==> src/rtl/pab_pkg.sv <==
package pab_pkg;

  localparam int unsigned ChMax = 255;
  localparam int unsigned RoundAlpha = 127;
  localparam int unsigned NumW = 24;
  localparam int unsigned DenW = 16;
  localparam int unsigned QuoW = 9;

  typedef struct packed {
    logic [NumW-1:0] num_r;
    logic [NumW-1:0] num_g;
    logic [NumW-1:0] num_b;
    logic [NumW-1:0] rem_r;
    logic [NumW-1:0] rem_g;
    logic [NumW-1:0] rem_b;
    logic [QuoW-1:0] q_r;
    logic [QuoW-1:0] q_g;
    logic [QuoW-1:0] q_b;
    logic [DenW-1:0] den;
    logic [7:0] pass_r;
    logic [7:0] pass_g;
    logic [7:0] pass_b;
    logic [7:0] oa;
    logic bypass;
    logic zero;
  } div_data_t;

endpackage

==> src/rtl/pixel_alpha_blend_unit.sv <==
// straight-alpha source-over blend of one rgba8 source pixel onto one
// rgba8 destination pixel
// input: drive the eight channel ports and raise start; busy is always low,
// so an item is taken at every clock edge that sees start high
// output: done pulses for one cycle with out_red, out_green, out_blue and
// out_alpha; the receiver cannot hold results off and must take them then
// latency: 12 cycles from the start edge to the edge that takes the result
// (two cycles of products and output alpha, nine divider cells, one
// saturation and output register)
// throughput: one item per cycle; each of the nine cells works out one
// quotient bit of the three color divisions and hands on to the next cell
// reset: rst is synchronous and clears all valid bits; items in flight are
// dropped and no done pulse follows until new items arrive
module pixel_alpha_blend_unit
  import pab_pkg::*;
(
  input  logic clk,
  input  logic rst,
  input  logic start,
  output logic busy,
  input  logic [7:0] src_red,
  input  logic [7:0] src_green,
  input  logic [7:0] src_blue,
  input  logic [7:0] src_alpha,
  input  logic [7:0] dst_red,
  input  logic [7:0] dst_green,
  input  logic [7:0] dst_blue,
  input  logic [7:0] dst_alpha,
  output logic done,
  output logic [7:0] out_red,
  output logic [7:0] out_green,
  output logic [7:0] out_blue,
  output logic [7:0] out_alpha
);

  logic vld [QuoW+1];
  div_data_t dat [QuoW+1];

  assign busy = 1'b0;

  pab_prep u_prep (
    .clk, .rst, .start,
    .src_red, .src_green, .src_blue, .src_alpha,
    .dst_red, .dst_green, .dst_blue, .dst_alpha,
    .vld(vld[0]), .data(dat[0])
  );

  for (genvar i = 0; i < QuoW; i++) begin : g_cell
    pab_div_cell #(.Bit(QuoW - 1 - i)) u_cell (
      .clk, .rst,
      .in_vld(vld[i]), .in_data(dat[i]),
      .out_vld(vld[i+1]), .out_data(dat[i+1])
    );
  end

  function automatic logic [7:0] sat(input logic [QuoW-1:0] q);
    sat = (q > QuoW'(ChMax)) ? 8'(ChMax) : q[7:0];
  endfunction

  div_data_t fin;
  assign fin = dat[QuoW];

  always_ff @(posedge clk) begin
    if (rst) done <= 1'b0;
    else done <= vld[QuoW];
  end

  always_ff @(posedge clk) begin
    if (fin.bypass) begin
      out_red <= fin.pass_r;
      out_green <= fin.pass_g;
      out_blue <= fin.pass_b;
      out_alpha <= fin.oa;
    end else if (fin.zero) begin
      out_red <= '0;
      out_green <= '0;
      out_blue <= '0;
      out_alpha <= '0;
    end else begin
      out_red <= sat(fin.q_r);
      out_green <= sat(fin.q_g);
      out_blue <= sat(fin.q_b);
      out_alpha <= fin.oa;
    end
  end

  a_latency: assert property (@(posedge clk) disable iff (rst)
    vld[0] |-> ##10 done)
    else $error("item lost in cell chain");

  a_no_extra: assert property (@(posedge clk) disable iff (rst)
    done |-> $past(vld[QuoW]))
    else $error("done without item");

  a_opaque: assert property (@(posedge clk) disable iff (rst)
    (vld[QuoW] && fin.bypass) |=> (out_alpha == $past(fin.oa)))
    else $error("bypass alpha mismatch");

endmodule

==> src/rtl/pab_prep.sv <==
module pab_prep
  import pab_pkg::*;
(
  input  logic clk,
  input  logic rst,
  input  logic start,
  input  logic [7:0] src_red,
  input  logic [7:0] src_green,
  input  logic [7:0] src_blue,
  input  logic [7:0] src_alpha,
  input  logic [7:0] dst_red,
  input  logic [7:0] dst_green,
  input  logic [7:0] dst_blue,
  input  logic [7:0] dst_alpha,
  output logic vld,
  output div_data_t data
);

  // stage 1: products
  logic v1;
  logic [7:0] sa1, inv1, sr1, sg1, sb1, dr1, dg1, db1, da1;
  logic [15:0] da_inv1;
  logic [15:0] sa255;

  always_ff @(posedge clk) begin
    if (rst) begin
      v1 <= 1'b0;
      vld <= 1'b0;
    end else begin
      v1 <= start;
      vld <= v1;
    end
  end

  always_ff @(posedge clk) begin
    sa1 <= src_alpha;
    inv1 <= 8'(ChMax) - src_alpha;
    da_inv1 <= dst_alpha * (8'(ChMax) - src_alpha);
    sa255 <= src_alpha * 8'(ChMax);
    sr1 <= src_red; sg1 <= src_green; sb1 <= src_blue;
    dr1 <= dst_red; dg1 <= dst_green; db1 <= dst_blue; da1 <= dst_alpha;
  end

  // stage 2: output alpha and numerators
  logic [16:0] oa_sum;
  logic [16:0] oa_div;
  logic [8:0] oa_full;
  logic [7:0] oa;
  logic by;
  logic [7:0] pr, pg, pb, pa;

  always_comb begin
    oa_sum = {1'b0, da_inv1} + 17'(RoundAlpha);
    // divide by 255 as (x + (x >> 8) + 1) >> 8
    oa_div = oa_sum + 17'(oa_sum[16:8]) + 17'd1;
    oa_full = {1'b0, sa1} + oa_div[16:8];
    oa = (oa_full > 9'(ChMax)) ? 8'(ChMax) : oa_full[7:0];
    by = (sa1 == 8'd0) || (sa1 == 8'(ChMax));
    if (sa1 == 8'd0) begin
      pr = dr1; pg = dg1; pb = db1; pa = da1;
    end else begin
      pr = sr1; pg = sg1; pb = sb1; pa = sa1;
    end
  end

  always_ff @(posedge clk) begin
    data.num_r <= NumW'(sr1) * NumW'(sa255) + NumW'(dr1) * NumW'(da_inv1);
    data.num_g <= NumW'(sg1) * NumW'(sa255) + NumW'(dg1) * NumW'(da_inv1);
    data.num_b <= NumW'(sb1) * NumW'(sa255) + NumW'(db1) * NumW'(da_inv1);
    data.rem_r <= '0;
    data.rem_g <= '0;
    data.rem_b <= '0;
    data.q_r <= '0;
    data.q_g <= '0;
    data.q_b <= '0;
    data.den <= DenW'(oa) * DenW'(ChMax);
    data.pass_r <= pr;
    data.pass_g <= pg;
    data.pass_b <= pb;
    data.oa <= by ? pa : oa;
    data.bypass <= by;
    data.zero <= (oa == 8'd0);
  end

endmodule

==> src/rtl/pab_div_cell.sv <==
module pab_div_cell
  import pab_pkg::*;
#(
  parameter int unsigned Bit = 0
)
(
  input  logic clk,
  input  logic rst,
  input  logic in_vld,
  input  div_data_t in_data,
  output logic out_vld,
  output div_data_t out_data
);

  function automatic logic [QuoW-1:0] step_q(input logic [QuoW-1:0] q,
                                             input logic [NumW-1:0] rem,
                                             input logic [DenW-1:0] den);
    logic [NumW+QuoW-1:0] trial;
    trial = {{(NumW+QuoW-DenW){1'b0}}, den} << Bit;
    step_q = q;
    if ({{QuoW{1'b0}}, rem} >= trial) step_q[Bit] = 1'b1;
  endfunction

  function automatic logic [NumW-1:0] step_r(input logic [NumW-1:0] rem,
                                             input logic [DenW-1:0] den);
    logic [NumW+QuoW-1:0] trial;
    trial = {{(NumW+QuoW-DenW){1'b0}}, den} << Bit;
    step_r = rem;
    if ({{QuoW{1'b0}}, rem} >= trial) step_r = rem - NumW'(trial);
  endfunction

  // top cell seeds the remainder with the rounded numerator
  logic [NumW-1:0] rr, rg, rb;
  always_comb begin
    if (Bit == QuoW - 1) begin
      rr = in_data.num_r + NumW'(in_data.den >> 1);
      rg = in_data.num_g + NumW'(in_data.den >> 1);
      rb = in_data.num_b + NumW'(in_data.den >> 1);
    end else begin
      rr = in_data.rem_r;
      rg = in_data.rem_g;
      rb = in_data.rem_b;
    end
  end

  div_data_t data_next;
  always_comb begin
    data_next = in_data;
    data_next.q_r = step_q(in_data.q_r, rr, in_data.den);
    data_next.q_g = step_q(in_data.q_g, rg, in_data.den);
    data_next.q_b = step_q(in_data.q_b, rb, in_data.den);
    data_next.rem_r = step_r(rr, in_data.den);
    data_next.rem_g = step_r(rg, in_data.den);
    data_next.rem_b = step_r(rb, in_data.den);
  end

  always_ff @(posedge clk) begin
    if (rst) out_vld <= 1'b0;
    else out_vld <= in_vld;
  end

  always_ff @(posedge clk) begin
    out_data <= data_next;
  end

endmodule

==> config.mk <==
export PLATFORM = sky130hd
export DESIGN_NAME = pixel_alpha_blend_unit
export DESIGN_NICKNAME = d
export VERILOG_FILES = /design/src/rtl/pab_pkg.sv /design/src/rtl/pixel_alpha_blend_unit.sv /design/src/rtl/pab_prep.sv /design/src/rtl/pab_div_cell.sv
export SDC_FILE = /design/constraint.sdc
export NUM_CORES = 2
export LEC_CHECK = 0
export ABC_AREA = 1
export ABC_CLOCK_PERIOD_IN_PS = 11040
export BUFFER_PORTS_ARGS = -buffer_cell sky130_fd_sc_hd__buf_2
export CAP_MARGIN = 20
export CORE_MARGIN = 2
export CORE_UTILIZATION = 65
export CTS_BUF_LIST = sky130_fd_sc_hd__clkbuf_8 sky130_fd_sc_hd__clkbuf_16
export CTS_CLUSTER_DIAMETER = 60
export DETAILED_ROUTE_END_ITERATION = 7
export PLACE_DENSITY = 0.8
export SYNTH_ARGS = -nofsm -noshare
export SYNTH_HDL_FRONTEND = slang
export SYNTH_SLANG_ARGS = --single-unit
export TNS_END_PERCENT = 1
==> constraint.sdc <==
create_clock -name clk -period 11.04 [get_ports clk]
set_clock_uncertainty 0.05 [all_clocks]
set_input_delay 1.104 -clock clk [delete_from_list [all_inputs] [get_ports clk]]
set_output_delay 1.104 -clock clk [all_outputs]
set_load 0.02 [all_outputs]
# Yosys cells after proc, flatten, opt, wreduce, memory -nomap -nowiden
# Index checks and enable logic that the tools add are counted.
# word_totals
register_bits,1407
in_bits,67
out_inout_bits,34
word_cells,296
# op_classes
n_addsub,35
multipliers,9
n_lt_le_gt_ge,31
n_eq_ne,1
n_mux,44
n_reduce_logical,3
# op_table
cell,count
$mux 24,24
$mul 8x16->24,6
$mux 8,17
$add 24x15->24,3
$add 24x24->24,3
$ge 24x16->1,3
$ge 24x17->1,3
$ge 24x18->1,3
$ge 24x19->1,3
$ge 24x20->1,3
$ge 24x21->1,3
$ge 24x22->1,3
$ge 24x23->1,3
$ge 24x24->1,3
$sub 24x17->24,3
$sub 24x18->24,3
$sub 24x19->24,3
$sub 24x20->24,3
$sub 24x21->24,3
$sub 24x22->24,3
$sub 24x23->24,3
$sub 24x24->24,3
$gt 9x8->1 const B,4
$mul 8x8->16 const B,2
other kinds (10),13

# Depth between registers and ports, before layout
# depth
ltp_word,7
mapped_depth,52
mapped_depth_nobuf,50

# Modules after synthesis
# Synthesis repeated with hierarchy kept, for this count alone.
# hier_totals
cells_unflattened,15385
area_unflattened_um2,121415.2
# modules_own_cells
mod,instances,cells_per_inst,area_each_um2
pab_prep,1,4309,36089.6
pab_div_cell at g_cell[0].u_cell,1,1681,11827.6
pab_div_cell at g_cell[8].u_cell,1,1283,9561.7
pab_div_cell at g_cell[7].u_cell,1,1297,9539.1
pab_div_cell at g_cell[6].u_cell,1,1216,9230.1
pab_div_cell at g_cell[5].u_cell,1,1165,9085.0
pab_div_cell at g_cell[4].u_cell,1,1116,8957.3
pab_div_cell at g_cell[3].u_cell,1,1052,8724.6
pab_div_cell at g_cell[1].u_cell,1,1076,8623.3
pab_div_cell at g_cell[2].u_cell,1,1006,8496.9
pixel_alpha_blend_unit,1,184,1280.0

# Least setup slack after synthesis
# No wires, ideal clock.
# synth_path
path_type,reg2reg
start,register u_prep.da_inv1[1]
end,register u_prep.data[49] in the netlist's numbering
setup_time_ns,0.072
arrival_time_ns,8.260
setup_slack_ns,2.659
path_stages_with_launch,48
n_path_buf,2
period_less_slack_ns,8.381
cell_sequence,dfxtp_1 -> buf_6 -> clkbuf_1 -> inv_1 -> ha_1 -> nand2_4 -> nor2_4 -> nand2_4 -> nand4_2 -> nor2_2 -> nand2_4 -> and2_4 -> ha_1 -> nand2_1 -> inv_1 -> nand2_1 -> inv_2 -> nand2_1 -> [... 12 more ...] -> nand2_4 -> inv_1 -> fa_1 -> inv_1 -> fa_1 -> fa_1 -> inv_1 -> fa_1 -> inv_1 -> ha_1 -> nand2_1 -> nand2_1 -> a21oi_1 -> o21ai_0 -> a21boi_0 -> o21bai_1 -> a21oi_1 -> xor2_1
# synth_between
elab_chain_len,7
# synth_lines
element,line_no,text
start: declaration,pab_prep.sv:22,logic [15:0] da_inv1;
start signal: assignment,pab_prep.sv:38,da_inv1 <= dst_alpha * (8'(ChMax) - src_alpha);
$add 16x7->17 *,pab_prep.sv:53,"oa_sum = {1'b0, da_inv1} + 17'(RoundAlpha);"
$add 17x9->17 *,pab_prep.sv:55,oa_div = oa_sum + 17'(oa_sum[16:8]) + 17'd1;
$add 17x1->17 *,pab_prep.sv:55,
$add 8x9->9 *,pab_prep.sv:56,"oa_full = {1'b0, sa1} + oa_div[16:8];"
$gt 9x8->1,pab_prep.sv:57,oa = (oa_full > 9'(ChMax)) ? 8'(ChMax) : oa_full[7:0];
$mux 8 *,pab_prep.sv:57,
$mul 8x8->16 *,pab_prep.sv:76,data.den <= DenW'(oa) * DenW'(ChMax);
end: declaration,pab_prep.sv:16,output div_data_t data
# Mark *: on every way between the ends. The rest lies on a longest branch, timed or not.
# A chain may end at the register's enable or synchronous reset.

# Worst setup path in the final report
# layout_path
start,register u_prep.da_inv1[9]
end,register u_prep.data[49] in the netlist's numbering
# Same word-level chain as after synthesis.

==> impl_metrics.py <==
metrics = {
    "run_status": {
        "outcome": "finished, violations left",
        "violations": "design-rule violations",
    },
    "critical_path": {
        "critPathKind": "reg2reg",
        "end_kind": "flop",
        "slowest_stage": "fa_1",
        "crit_path_frequent_cell": "nand2_1",
        "critPathArrivalTime_ps": 9730,
        "worstSetupStartpointType": "flop",
        "required_ps": 11670,
        "path_max_fanout": 28,
        "max_stage_delay_ps": 610,
    },
    "synth": {
        "synth_edf_count": 0,
        "synthArstFlopShare_pct": 0,
        "synth_nets": 12090,
        "synth_area_per_cell_sq_um": 8.479,
        "yosys_register_bits": 1406,
        "syn-cell-area_sq_mm": 0.08871,
        "yosysUniqueCellTypes": 82,
        "ys_warn_count": 0,
        "synth_flop_cell": "dfxtp_1",
        "syn-instance-count": 10460,
        "ys_seq_area_share_pct": 31.73,
    },
    "grt": {
        "grt.overflow.total": 0,
        "grt_start_max_net_pins": 37,
        "grt_pass1_vias": 71800,
        "grtUsageTotal_pct": 36.33,
        "grt_pass1_wl_mm": 393.3,
        "antenna_found_initial": 7,
    },
    "clock_network": {
        "clock_sinks": 1406,
        "cts_hold_buf": 0,
        "ctsResizeCount": 0,
        "clockBufferDepth": 3,
        "ctsRootBufferMaster": "clkbuf_16",
        "cts_buffers": 153,
        "cts_setup_buffers": 0,
        "htree_levels": 4,
        "tritoncts": "yes",
        "clkLatencyLatePin_ps": 800,
        "path_clk_slew_ps": 60,
    },
    "timing": {
        "final-hold-violation-count": 0,
        "rsz0062_at_grt": "false",
        "fin_setup_tns_ps": 0,
        "drv_slew": 0,
        "fmax_mhz": 109.9,
        "min_period_ps": 9103,
        "timing.final.crit_share_pct": 82.45,
        "worstMarginPinSlew_ps": 1217,
        "slew_headroom_pct": 18.78,
        "finalSetupViolations": 0,
    },
    "finish": {
        "nFillCells": 10540,
        "layout-drive-gt1-share_pct": 5.557,
        "area_delta_synth_final_pct": 8.293,
        "nNetsFinal": 12130,
    },
    "drt": {
        "drc": 2,
        "ant_nets": 0,
        "drt_iter0_markers": 5211,
        "vias_per_cell": 5.634,
        "drt_wl_total_mm": 252.7,
        "vias": 69870,
        "wire_per_inst_um": 20.38,
        "detail_route.first_pass.iterations": 8,
    },
    "floorplanning": {
        "die_h_um": 373.4,
        "die-area_sq_mm": 0.1395,
        "start_util_pct": 65.49,
        "ios": 101,
        "core_area_sq_mm": 0.1355,
        "die_x_um": 373.4,
        "core.rowCount": 135,
    },
    "placed_design": {
        "portBuffers": 99,
        "dp_hpwl_mm": 199.1,
        "gp_congestion": 0.9934,
    },
    "flow_run": {
        "max_cap_viol_count": 0,
    },
    "hold_path": {
        "min_path_type": "reg2reg",
    },
}
==> synth_stat cells (all sizes together) (2+ instances only) <==
cell | instances | area [sq um]
a21o | 43 | 322.8
o311ai | 3 | 26.28
or2 | 34 | 212.7
o221ai | 12 | 111.4
o21bai | 27 | 214.0
or4 | 4 | 30.03
dfxtp | 1406 | 28150
nor2 | 485 | 1916
o2111ai | 10 | 93.84
a2111oi | 10 | 87.58
buf | 80 | 549.3
or3 | 2 | 12.51
a211o | 3 | 26.28
a31oi | 50 | 325.3
a41oi | 6 | 60.06
o21a | 9 | 67.56
clkbuf | 189 | 714.4
nor4 | 66 | 412.9
nand3 | 254 | 1341
o31ai | 5 | 37.54
a311oi | 6 | 52.55
a21boi | 23 | 172.7
inv | 1779 | 6683
o211ai | 33 | 252.7
fa | 748 | 14970
nand3b | 13 | 101.4
o41ai | 3 | 26.28
mux2 | 3 | 37.53
a221oi | 14 | 128.9
a211oi | 13 | 107.6
and2 | 8 | 55.06
ha | 816 | 10210
nor3 | 97 | 500.5
nand4 | 80 | 513.0
clkinv | 4 | 16.26
and3 | 7 | 43.79
nand2 | 2356 | 9072
a21oi | 567 | 2887
o21ai | 628 | 3196
xor2 | 322 | 2839
a221o | 2 | 20.02
xnor2 | 238 | 2085
==> layer usage <==
layer  up-vias  share of wire, %  global-route usage [%]
li1      33010                 -                       -
met1     33180                38                   43.37
met2      2870                47                   60.95
met3       811               6.8                   5.735
met4         4               7.6                   23.84
met5         -             0.010                       0
==> cells in the final DEF (no fill, tap or decap), drive strengths merged, types with 10 or more instances in the layout <==
master	synthesis	routed
a2111oi	10	10
a211oi	13	13
a21boi	23	23
a21o	43	43
a21oi	567	567
a221oi	14	14
a31oi	50	50
buf	80	147
bufinv	0	15
clkbuf	189	174
clkinv	4	46
clkinvlp	0	12
dfxtp	1406	1406
fa	748	748
ha	816	816
inv	1779	1814
nand2	2356	2356
nand3	254	254
nand3b	13	13
nand4	80	80
nor2	485	485
nor3	97	97
nor4	66	66
o2111ai	10	10
o211ai	33	33
o21ai	628	628
o21bai	27	27
o221ai	12	12
or2	34	34
xnor2	238	238
xor2	322	322
==> metrics by stage <==
stage               util, %  std cells  setup slack [ps]  cell area (sq um)  hold WS (ps)
global route          70.91      12400              1266              96060         237.2
detailed placement    66.81      12120              2099              90510         262.0
floorplan                 -      10460              2659              88710         259.6
finish                70.92      12400              1937              96070         246.9
global placement      66.81      12120              2137              90510         259.6
CTS                   70.84      12400              1924              95970         241.4
==> worst max-delay path: cells and delay by family, from the launching register on <==
family | cells | cell delay [ps]
xor gates and xnor gates | 3 | 600
and+or+nand+nor | 15 | 1610
adders and majority gates | 8 | 3190
DFF | 1 | 310
buffers and inverters | 10 | 950
AOI/OAI and AO/OA | 9 | 2250
==> cells by family after synthesis <==
family | share of synthesized area, %
flops | 31.73
simple gates | 16.04
xor+xnor | 5.550
fa+ha+maj | 28.39
buf+inv | 8.976
compound gates | 9.272
other cells | 0.004227
mux | 0.04231
==> layout make-up <==
cell class / count / area, sq um / area share, %
Antenna cell: 2 / 5.005 / 0.005210
Clock buffer: 174 / 4151 / 4.321
Clock inverter: 104 / 1308 / 1.361
Inverter: 1783 / 6699 / 6.973
Multi-Input combinational cell: 7004 / 52600 / 54.76
Sequential cell: 1406 / 28150 / 29.30
Tap cell: 1781 / 2228 / 2.320
Timing Repair Buffer: 147 / 923.4 / 0.9612
==> registers in the layout, indices dropped and copies added, names as in the netlist, 9 cells and up <==
signal / cells
g_cell.u_cell.out_data: 1145
g_cell.u_cell.out_vld: 9
u_prep.da_inv1: 16
u_prep.data: 122
u_prep.sa255: 15
==> final timing paths <==
check | from | to | slack (ps) | cells after the start
setup reg to reg | u_prep.da_inv1[9]$_DFF_P_ | u_prep.data[49]$_DFF_P_ | 1940 | 45
setup / recovery | u_prep.da_inv1[9]$_DFF_P_ | u_prep.data[49]$_DFF_P_ | 1940 | 45
hold reg to reg | g_cell[4].u_cell.out_data[25]$_DFF_P_ | g_cell[5].u_cell.out_data[25]$_DFF_P_ | 250 | 0
hold / removal | g_cell[4].u_cell.out_data[25]$_DFF_P_ | g_cell[5].u_cell.out_data[25]$_DFF_P_ | 250 | 0
Power is not shown: default switching activity piles up to over one toggle a cycle in this logic, so the estimate is an artifact.
